==> config.mk <==
export PLATFORM = sky130hd
export DESIGN_NAME = retransmit_archive_table_unit
export DESIGN_NICKNAME = d
export VERILOG_FILES = /design/src/design/raq_pkg.sv /design/src/design/raq_front.sv /design/src/design/raq_queue.sv /design/src/design/raq_back.sv /design/src/design/retransmit_archive_table_unit.sv
export SDC_FILE = /design/constraint.sdc
export NUM_CORES = 2
export LEC_CHECK = 0
export BUFFER_PORTS_ARGS = -buffer_cell sky130_fd_sc_hd__buf_2
export CORE_MARGIN = 4
export CORE_UTILIZATION = 55
export CTS_BUF_LIST = sky130_fd_sc_hd__clkbuf_8
export CTS_CLUSTER_DIAMETER = 30
export DETAILED_ROUTE_END_ITERATION = 10
export GPL_ROUTABILITY_DRIVEN = 0
export GPL_TIMING_DRIVEN = 0
export PLACE_DENSITY = 0.71
export SETUP_SLACK_MARGIN = 0.5
export SKIP_CTS_REPAIR_TIMING = 1
export SLEW_MARGIN = 20
export SYNTH_ARGS = -nofsm -noshare
export SYNTH_HDL_FRONTEND = slang
export SYNTH_SLANG_ARGS = --single-unit
==> constraint.sdc <==
create_clock -name clk -period 10.4 [get_ports clk]
set_clock_uncertainty 0.1 [all_clocks]
set_input_delay 3.12 -clock clk [delete_from_list [all_inputs] [get_ports clk]]
set_output_delay 3.12 -clock clk [all_outputs]
set_load 0.02 [all_outputs]
==> src/design/raq_pkg.sv <==
// ---------------------------------------------------------------------------
// retransmit archive table package
// shared widths, item classes, back-end states and queue status
// ---------------------------------------------------------------------------
package raq_pkg;

  localparam int CAPACITY_DEF    = 16;
  localparam int HANDLE_BITS_DEF = 8;

  localparam int ADDR_W       = 32;
  localparam int SEQ_W        = 32;
  localparam int KIND_W       = 2;
  localparam int OUT_HANDLE_W = 8;
  localparam int QUEUE_DEPTH  = 2;

  localparam logic              OP_ARCHIVE = 1'b0;
  localparam logic [KIND_W-1:0] KIND_DATA  = 2'd0;

  typedef enum logic [1:0] {
    CLS_SKIP,
    CLS_ARCHIVE,
    CLS_LOOKUP
  } cls_t;

  localparam int CLS_W = $bits(cls_t);

  typedef enum logic {
    BK_IDLE,
    BK_EXEC
  } bk_state_t;

  typedef struct packed {
    logic full;
    logic empty;
  } q_stat_t;

endpackage

==> src/design/raq_front.sv <==
// ---------------------------------------------------------------------------
// retransmit archive front end
// takes requests, classifies them and packs them for the queue
// ---------------------------------------------------------------------------
module raq_front
  import raq_pkg::*;
#(
  parameter int HANDLE_BITS = HANDLE_BITS_DEF,
  parameter int DATA_W      = CLS_W + ADDR_W + SEQ_W + HANDLE_BITS
) (
  input  logic                    start,
  output logic                    busy,
  input  logic                    in_operation,
  input  logic [KIND_W-1:0]       in_packet_kind,
  input  logic [ADDR_W-1:0]       in_peer_addr,
  input  logic [SEQ_W-1:0]        in_sequence_req,
  input  logic [OUT_HANDLE_W-1:0] in_buffer_handle,
  input  q_stat_t                 q_stat,
  output logic                    push,
  output logic [DATA_W-1:0]       push_data
);

  cls_t                   cls;
  logic [HANDLE_BITS-1:0] handle;

  always_comb begin
    if (in_operation != OP_ARCHIVE) begin
      cls = CLS_LOOKUP;
    end else if (in_packet_kind == KIND_DATA) begin
      cls = CLS_ARCHIVE;
    end else begin
      // non-data packets are never archived
      cls = CLS_SKIP;
    end
  end

  assign handle    = HANDLE_BITS'(in_buffer_handle);
  assign busy      = q_stat.full;
  assign push      = start && !q_stat.full;
  assign push_data = {cls, in_peer_addr, in_sequence_req, handle};

endmodule

==> src/design/raq_queue.sv <==
// ---------------------------------------------------------------------------
// retransmit archive request queue
// short fifo between the front end and the table engine
// ---------------------------------------------------------------------------
module raq_queue
  import raq_pkg::*;
#(
  parameter int DATA_W = CLS_W + ADDR_W + SEQ_W + HANDLE_BITS_DEF
) (
  input  logic              clk,
  input  logic              rst_n,
  input  logic              push,
  input  logic [DATA_W-1:0] push_data,
  input  logic              pop,
  output logic [DATA_W-1:0] head_data,
  output q_stat_t           stat
);

  localparam int PTR_W = (QUEUE_DEPTH > 1) ? $clog2(QUEUE_DEPTH) : 1;
  localparam int CNT_W = $clog2(QUEUE_DEPTH + 1);

  logic [DATA_W-1:0] mem_r [QUEUE_DEPTH];
  logic [PTR_W-1:0]  wr_ptr_r, wr_ptr_nxt;
  logic [PTR_W-1:0]  rd_ptr_r, rd_ptr_nxt;
  logic [CNT_W-1:0]  cnt_r, cnt_nxt;

  always_comb begin
    wr_ptr_nxt = wr_ptr_r;
    rd_ptr_nxt = rd_ptr_r;
    cnt_nxt    = cnt_r;
    if (push) begin
      wr_ptr_nxt = (wr_ptr_r == PTR_W'(QUEUE_DEPTH - 1)) ? '0 : wr_ptr_r + 1'b1;
    end
    if (pop) begin
      rd_ptr_nxt = (rd_ptr_r == PTR_W'(QUEUE_DEPTH - 1)) ? '0 : rd_ptr_r + 1'b1;
    end
    if (push && !pop) begin
      cnt_nxt = cnt_r + 1'b1;
    end else if (pop && !push) begin
      cnt_nxt = cnt_r - 1'b1;
    end
  end

  always_ff @(posedge clk) begin
    if (!rst_n) begin
      wr_ptr_r <= '0;
      rd_ptr_r <= '0;
      cnt_r    <= '0;
    end else begin
      wr_ptr_r <= wr_ptr_nxt;
      rd_ptr_r <= rd_ptr_nxt;
      cnt_r    <= cnt_nxt;
    end
  end

  always_ff @(posedge clk) begin
    if (push) begin
      mem_r[wr_ptr_r] <= push_data;
    end
  end

  assign head_data  = mem_r[rd_ptr_r];
  assign stat.full  = (cnt_r == CNT_W'(QUEUE_DEPTH));
  assign stat.empty = (cnt_r == '0);

endmodule

==> src/design/raq_back.sv <==
// ---------------------------------------------------------------------------
// retransmit archive table engine
// key compare against all slots, then insert with oldest-first eviction
// or lookup; a new request is popped only once the last one is done
// ---------------------------------------------------------------------------
module raq_back
  import raq_pkg::*;
#(
  parameter int CAPACITY    = CAPACITY_DEF,
  parameter int HANDLE_BITS = HANDLE_BITS_DEF,
  parameter int DATA_W      = CLS_W + ADDR_W + SEQ_W + HANDLE_BITS
) (
  input  logic                    clk,
  input  logic                    rst_n,
  input  q_stat_t                 q_stat,
  input  logic [DATA_W-1:0]       head_data,
  output logic                    pop,
  output logic                    out_strobe,
  output logic                    out_stored,
  output logic                    out_found,
  output logic [OUT_HANDLE_W-1:0] out_found_handle
);

  localparam int IDX_W = (CAPACITY > 1) ? $clog2(CAPACITY) : 1;
  localparam int CNT_W = $clog2(CAPACITY + 1);
  localparam int SUM_W = CNT_W + 1;

  bk_state_t state_r, state_nxt;

  // slot storage
  logic [ADDR_W-1:0]      key_addr_r [CAPACITY];
  logic [SEQ_W-1:0]       key_seq_r  [CAPACITY];
  logic [HANDLE_BITS-1:0] handle_r   [CAPACITY];
  logic [CAPACITY-1:0]    valid_r, valid_nxt;
  logic [IDX_W-1:0]       oldest_r, oldest_nxt;
  logic [CNT_W-1:0]       count_r, count_nxt;

  // request held between compare and execute
  cls_t                   item_cls_r;
  logic [ADDR_W-1:0]      item_addr_r;
  logic [SEQ_W-1:0]       item_seq_r;
  logic [HANDLE_BITS-1:0] item_handle_r;
  logic [CAPACITY-1:0]    match_r;

  cls_t                   head_cls;
  logic [ADDR_W-1:0]      head_addr;
  logic [SEQ_W-1:0]       head_seq;
  logic [HANDLE_BITS-1:0] head_handle;
  logic [CAPACITY-1:0]    match;

  logic                   exec;
  logic                   hit;
  logic                   do_insert;
  logic                   tbl_full;
  logic [SUM_W-1:0]       slot_sum;
  logic [IDX_W-1:0]       ins_slot;
  logic [HANDLE_BITS-1:0] hit_handle;

  logic                   out_strobe_r;
  logic                   out_stored_r;
  logic                   out_found_r;
  logic [OUT_HANDLE_W-1:0] out_found_handle_r;

  assign head_cls    = cls_t'(head_data[DATA_W-1 -: CLS_W]);
  assign head_addr   = head_data[HANDLE_BITS+SEQ_W +: ADDR_W];
  assign head_seq    = head_data[HANDLE_BITS +: SEQ_W];
  assign head_handle = head_data[HANDLE_BITS-1:0];

  // parallel compare of the queue head against every slot
  always_comb begin
    for (int i = 0; i < CAPACITY; i++) begin
      match[i] = valid_r[i] && (key_addr_r[i] == head_addr) && (key_seq_r[i] == head_seq);
    end
  end

  // next state
  always_comb begin
    state_nxt = state_r;
    case (state_r)
      BK_IDLE: begin
        if (!q_stat.empty) begin
          state_nxt = BK_EXEC;
        end
      end
      BK_EXEC: state_nxt = BK_IDLE;
      default: state_nxt = BK_IDLE;
    endcase
  end

  // state outputs
  always_comb begin
    pop  = 1'b0;
    exec = 1'b0;
    case (state_r)
      BK_IDLE: pop  = !q_stat.empty;
      BK_EXEC: exec = 1'b1;
      default: begin
        pop  = 1'b0;
        exec = 1'b0;
      end
    endcase
  end

  always_ff @(posedge clk) begin
    if (!rst_n) begin
      state_r <= BK_IDLE;
    end else begin
      state_r <= state_nxt;
    end
  end

  always_ff @(posedge clk) begin
    if (pop) begin
      item_cls_r    <= head_cls;
      item_addr_r   <= head_addr;
      item_seq_r    <= head_seq;
      item_handle_r <= head_handle;
      match_r       <= match;
    end
  end

  // keys are unique among valid slots, so at most one match bit is set
  always_comb begin
    hit_handle = '0;
    for (int i = 0; i < CAPACITY; i++) begin
      hit_handle = hit_handle | ({HANDLE_BITS{match_r[i]}} & handle_r[i]);
    end
  end

  assign hit       = |match_r;
  assign do_insert = exec && (item_cls_r == CLS_ARCHIVE) && !hit;
  assign tbl_full  = (count_r == CNT_W'(CAPACITY));

  // append slot is (oldest + count) mod capacity, sum stays below twice capacity
  assign slot_sum = SUM_W'(oldest_r) + SUM_W'(count_r);

  always_comb begin
    if (tbl_full) begin
      ins_slot = oldest_r;
    end else if (slot_sum >= SUM_W'(CAPACITY)) begin
      ins_slot = IDX_W'(slot_sum - SUM_W'(CAPACITY));
    end else begin
      ins_slot = IDX_W'(slot_sum);
    end
  end

  always_comb begin
    valid_nxt  = valid_r;
    oldest_nxt = oldest_r;
    count_nxt  = count_r;
    if (do_insert) begin
      valid_nxt[ins_slot] = 1'b1;
      if (tbl_full) begin
        // evict the oldest entry
        oldest_nxt = (oldest_r == IDX_W'(CAPACITY - 1)) ? '0 : oldest_r + 1'b1;
      end else begin
        count_nxt = count_r + 1'b1;
      end
    end
  end

  always_ff @(posedge clk) begin
    if (!rst_n) begin
      valid_r  <= '0;
      oldest_r <= '0;
      count_r  <= '0;
    end else begin
      valid_r  <= valid_nxt;
      oldest_r <= oldest_nxt;
      count_r  <= count_nxt;
    end
  end

  always_ff @(posedge clk) begin
    if (do_insert) begin
      key_addr_r[ins_slot] <= item_addr_r;
      key_seq_r[ins_slot]  <= item_seq_r;
      handle_r[ins_slot]   <= item_handle_r;
    end
  end

  // result registers
  always_ff @(posedge clk) begin
    if (!rst_n) begin
      out_strobe_r <= 1'b0;
    end else begin
      out_strobe_r <= exec;
    end
  end

  always_ff @(posedge clk) begin
    if (exec) begin
      out_stored_r <= do_insert;
      out_found_r  <= (item_cls_r == CLS_LOOKUP) && hit;
      if ((item_cls_r == CLS_LOOKUP) && hit) begin
        out_found_handle_r <= OUT_HANDLE_W'(hit_handle);
      end else begin
        out_found_handle_r <= '0;
      end
    end
  end

  assign out_strobe       = out_strobe_r;
  assign out_stored       = out_stored_r;
  assign out_found        = out_found_r;
  assign out_found_handle = out_found_handle_r;

endmodule

==> src/design/retransmit_archive_table_unit.sv <==
// ---------------------------------------------------------------------------
// retransmit archive table unit
// archive of sent packets keyed by peer address and sequence, answering
// nak lookups with the stored buffer handle
// ---------------------------------------------------------------------------
// A request is taken on a clock edge with start high and busy low; busy is
// high only while the two-entry request queue is full. Each request gives
// exactly one result, shown for one cycle with out_strobe high; the receiver
// cannot hold results off, so they must be captured when the strobe is seen.
// The table engine handles one request at a time: the parallel key compare
// against all slots is registered as the request is popped from the queue,
// then the insert or lookup is done and the result registered, and only
// then is the next request popped. Archive requests of data packets with a
// new key are stored; once the table holds CAPACITY entries the oldest
// entry is overwritten.
module retransmit_archive_table_unit
  import raq_pkg::*;
#(
  parameter int CAPACITY    = CAPACITY_DEF,
  parameter int HANDLE_BITS = HANDLE_BITS_DEF
) (
  input  logic                    clk,
  input  logic                    rst_n,
  input  logic                    start,
  output logic                    busy,
  input  logic                    in_operation,
  input  logic [KIND_W-1:0]       in_packet_kind,
  input  logic [ADDR_W-1:0]       in_peer_addr,
  input  logic [SEQ_W-1:0]        in_sequence_req,
  input  logic [OUT_HANDLE_W-1:0] in_buffer_handle,
  output logic                    out_strobe,
  output logic                    out_stored,
  output logic                    out_found,
  output logic [OUT_HANDLE_W-1:0] out_found_handle
);

  localparam int DATA_W = CLS_W + ADDR_W + SEQ_W + HANDLE_BITS;

  q_stat_t           q_stat;
  logic              push;
  logic              pop;
  logic [DATA_W-1:0] push_data;
  logic [DATA_W-1:0] head_data;

  raq_front #(
    .HANDLE_BITS (HANDLE_BITS),
    .DATA_W      (DATA_W)
  ) u_front (
    .start            (start),
    .busy             (busy),
    .in_operation     (in_operation),
    .in_packet_kind   (in_packet_kind),
    .in_peer_addr     (in_peer_addr),
    .in_sequence_req  (in_sequence_req),
    .in_buffer_handle (in_buffer_handle),
    .q_stat           (q_stat),
    .push             (push),
    .push_data        (push_data)
  );

  raq_queue #(
    .DATA_W (DATA_W)
  ) u_queue (
    .clk       (clk),
    .rst_n     (rst_n),
    .push      (push),
    .push_data (push_data),
    .pop       (pop),
    .head_data (head_data),
    .stat      (q_stat)
  );

  raq_back #(
    .CAPACITY    (CAPACITY),
    .HANDLE_BITS (HANDLE_BITS),
    .DATA_W      (DATA_W)
  ) u_back (
    .clk              (clk),
    .rst_n            (rst_n),
    .q_stat           (q_stat),
    .head_data        (head_data),
    .pop              (pop),
    .out_strobe       (out_strobe),
    .out_stored       (out_stored),
    .out_found        (out_found),
    .out_found_handle (out_found_handle)
  );

endmodule
==> flow_summary.toml <==
[routing]
m1WireLength_um = 66950
dr_wl_met2_um = 84000
wl_met3_um = 33760
first_iter_violations = 6812
dr.max_layer_used = "met5"
wl_per_cell_um = 36.62
postRouteAntennaNets = 0
wl_um = 199400
vias = 35670
drtPass1Iterations = 8
viasPerCell = 6.551
drc = 0

[setup_path]
cp.required_ps = 10940
crit_type = "reg -> reg"
crit_path_max_fanout = 10
crit_arrival_ps = 6400
cp-start-kind = "register"
cp-end-kind = "register"

[finish]
stdcell_count = 5445
final_common_cell = "edfxtp_1"
nFillCells = 6989
ff_latch_area_um2 = 42680
layout_common_cells = "1400 x edfxtp_1, 592 x xor2_1, 288 x clkbuf_8"
drive_above_1_share_pct = 18.58
multiInputGateArea_um2 = 13770
area_growth_pct = 17.50
fin_nets = 3950

[floorplan]
core_area_um2 = 103300
die_w_um = 330.5
ioPinCount = 90
die-area_um2 = 109200
die_h_um = 330.5
rows = 118
initial_utilization_pct = 55.34

[synth]
synth_edf_count = 1400
yosys_warnings = 0
synth_area_leaders = "edfxtp_1 74%, xor2_1 9.1%, xnor2_1 4.1%, nand4_1 2.0%, nor4_1 1.2%"
syn_area_um2 = 57190
syn_avg_cell_area_um2 = 17.05
yosys.area.top_type = "edfxtp_1"
yosysTopAreaCellShare_pct = 73.51
synth-main-ff-cell = "edfxtp_1"
netlist_instances = 3355
syn-num-nets = 3441
ys_seq_area_share_pct = 74.63
postSynth.asyncResetShare_pct = 0
synth.distinct_cells = 55
yosys_register_bits = 1432

[run_status]
status = "complete, but fails checks"
failed_checks = "capacitance limit"

[pwr]
ir_worst_vdd_mv = 0.2568
p_total_mw = 18.15
p_sw_share_pct = 35.86
leakagePower_nw = 22.57
power_density_nw_per_um2 = 270.1
clkPwrFrac_pct = 29.8
p_sw_mw = 6.509
seqPwrFrac_pct = 45.6
comb_power_share_pct = 24.5
intPower_mw = 11.64

[grt]
grt_pass1_wl_um = 265900
grt_pass1_vias = 33307
grt_max_degree = 49
overflow = 0
grt_use_total_pct = 36.29
antenna_found_initial = 10

[timing]
fmax_mhz = 170.6
min_period_over_period_pct = 56.36
slew_headroom_pct = 1.853
hold_violations = 0
min_period_ps = 5861
worst_slew_pin_slew_ps = 1459
setup_slack_ps = 4539
setup_viol = 0
slew_viol_final = 0
finalSetupTns_ps = 0
whs_ps = 378.3
rsz0062_at_grt = "no"

[clock_tree]
cts.sinks = 1432
cts_tree = "done"
htree_levels = 5
cts_made_buffers = 276
path_clk_slew_ps = 60
clock_latency_ps = 940
clockBufferDepth = 4
cts_root_buf = "clkbuf_8"

[placed_design]
dp_worst_setup_slack_ps = 5028
hpwl_um = 134000
dpl.cell_count = 4962
port_buffers = 89

[min_path]
min_path_type = "reg -> reg"

[run]
timing.max_cap.violations = 1
-- worst paths after layout --
path	cells past startpoint	to	slack, ps	startpoint
worst min register to register	1	u_back.valid_r[4]$_SDFFE_PN0P_	380	u_back.valid_r[4]$_SDFFE_PN0P_
worst max register to register	9	u_back.match_r[0]$_DFFE_PP_	4540	register
worst max-delay path	9	u_back.match_r[0]$_DFFE_PP_	4540	register
worst min-delay path	1	u_back.valid_r[4]$_SDFFE_PN0P_	380	u_back.valid_r[4]$_SDFFE_PN0P_
-- metal layers --
metal  up-vias  GRT usage [%]
li1      13883              -
met1     17593          46.97
met2      3441          52.01
met3       747          14.24
met4         6          21.87
met5         -              0
-- Yosys cell counts, types with 35 or more instances --
| library cell | n |
|---|---|
| clkbuf_1 | 35 |
| inv_1 | 71 |
| mux2i_1 | 38 |
| xnor2_1 | 270 |
| o22ai_1 | 37 |
| xor2_1 | 592 |
| nor2_1 | 73 |
| edfxtp_1 | 1400 |
| nand2_1 | 63 |
| nor4_1 | 111 |
| nand4_1 | 181 |
| buf_2 | 80 |
| a221oi_1 | 53 |
-- state kept, by name, summed over array words and instances, names as in the netlist, 2 cells and up, named ones only --
signal                   flops
u_back.oldest_r              4
u_back.out_found_handle      8
u_back.match_r              16
u_back.item_addr_r          32
u_back.key_seq_r           512
u_queue.cnt_r                2
u_queue.mem_r              148
u_back.key_addr_r          512
u_back.handle_r            128
u_back.item_cls_r            2
u_back.count_r               5
u_back.item_seq_r           32
u_back.valid_r              16
u_back.item_handle_r         8
-- worst max-delay path, cell delays in order (launching register included) --
cell and delay [ps]:
dfxtp_1 340, buf_4 340, buf_4 400, mux2i_2 990, buf_2 690, xor2_1 190
nand4_1 110, nor4_1 1130, nand4_1 620, nor4_2 680
-- cells by family after synthesis --
kind of cell	Yosys count	share of synthesized area, %
xor+xnor	862	13.20
buf+inv	205	1.639
flops	1432	74.63
compound gates	278	3.658
fa+ha+maj	8	0.1881
mux	76	1.903
simple gates	494	4.785
-- through the flow --
step | cell area [µm²] | util [%]
2_1_floorplan | 57190 | -
3_3_place_gp | 59360 | 57.44
3_5_place_dp | 61820 | 59.82
4_1_cts | 67080 | 64.91
5_1_grt | 67170 | 65.00
6_report | 67200 | 65.02
-- power groups by stage --
stage	clock [mW]	combinational, mW	sequential [mW]
floorplan	0	1.87	7.85
global placement	0	3.18	8.93
detailed placement	0	4.16	8.35
CTS	5.41	4.18	8.24
global route	5.71	4.42	8.22
finish	5.42	4.45	8.28
-- area by class of cell --
type,count,area share [%]
Inverter,71,0.3966
Tap cell,1380,2.569
Sequential cell,1432,63.51
Antenna cell,13,0.04841
Clock inverter,178,1.931
Multi-Input combinational cell,1718,20.50
Clock buffer,288,5.898
Buffer,134,1.007
Timing Repair Buffer,231,4.141
No activity file was read; power rests on OpenSTA's default activity.
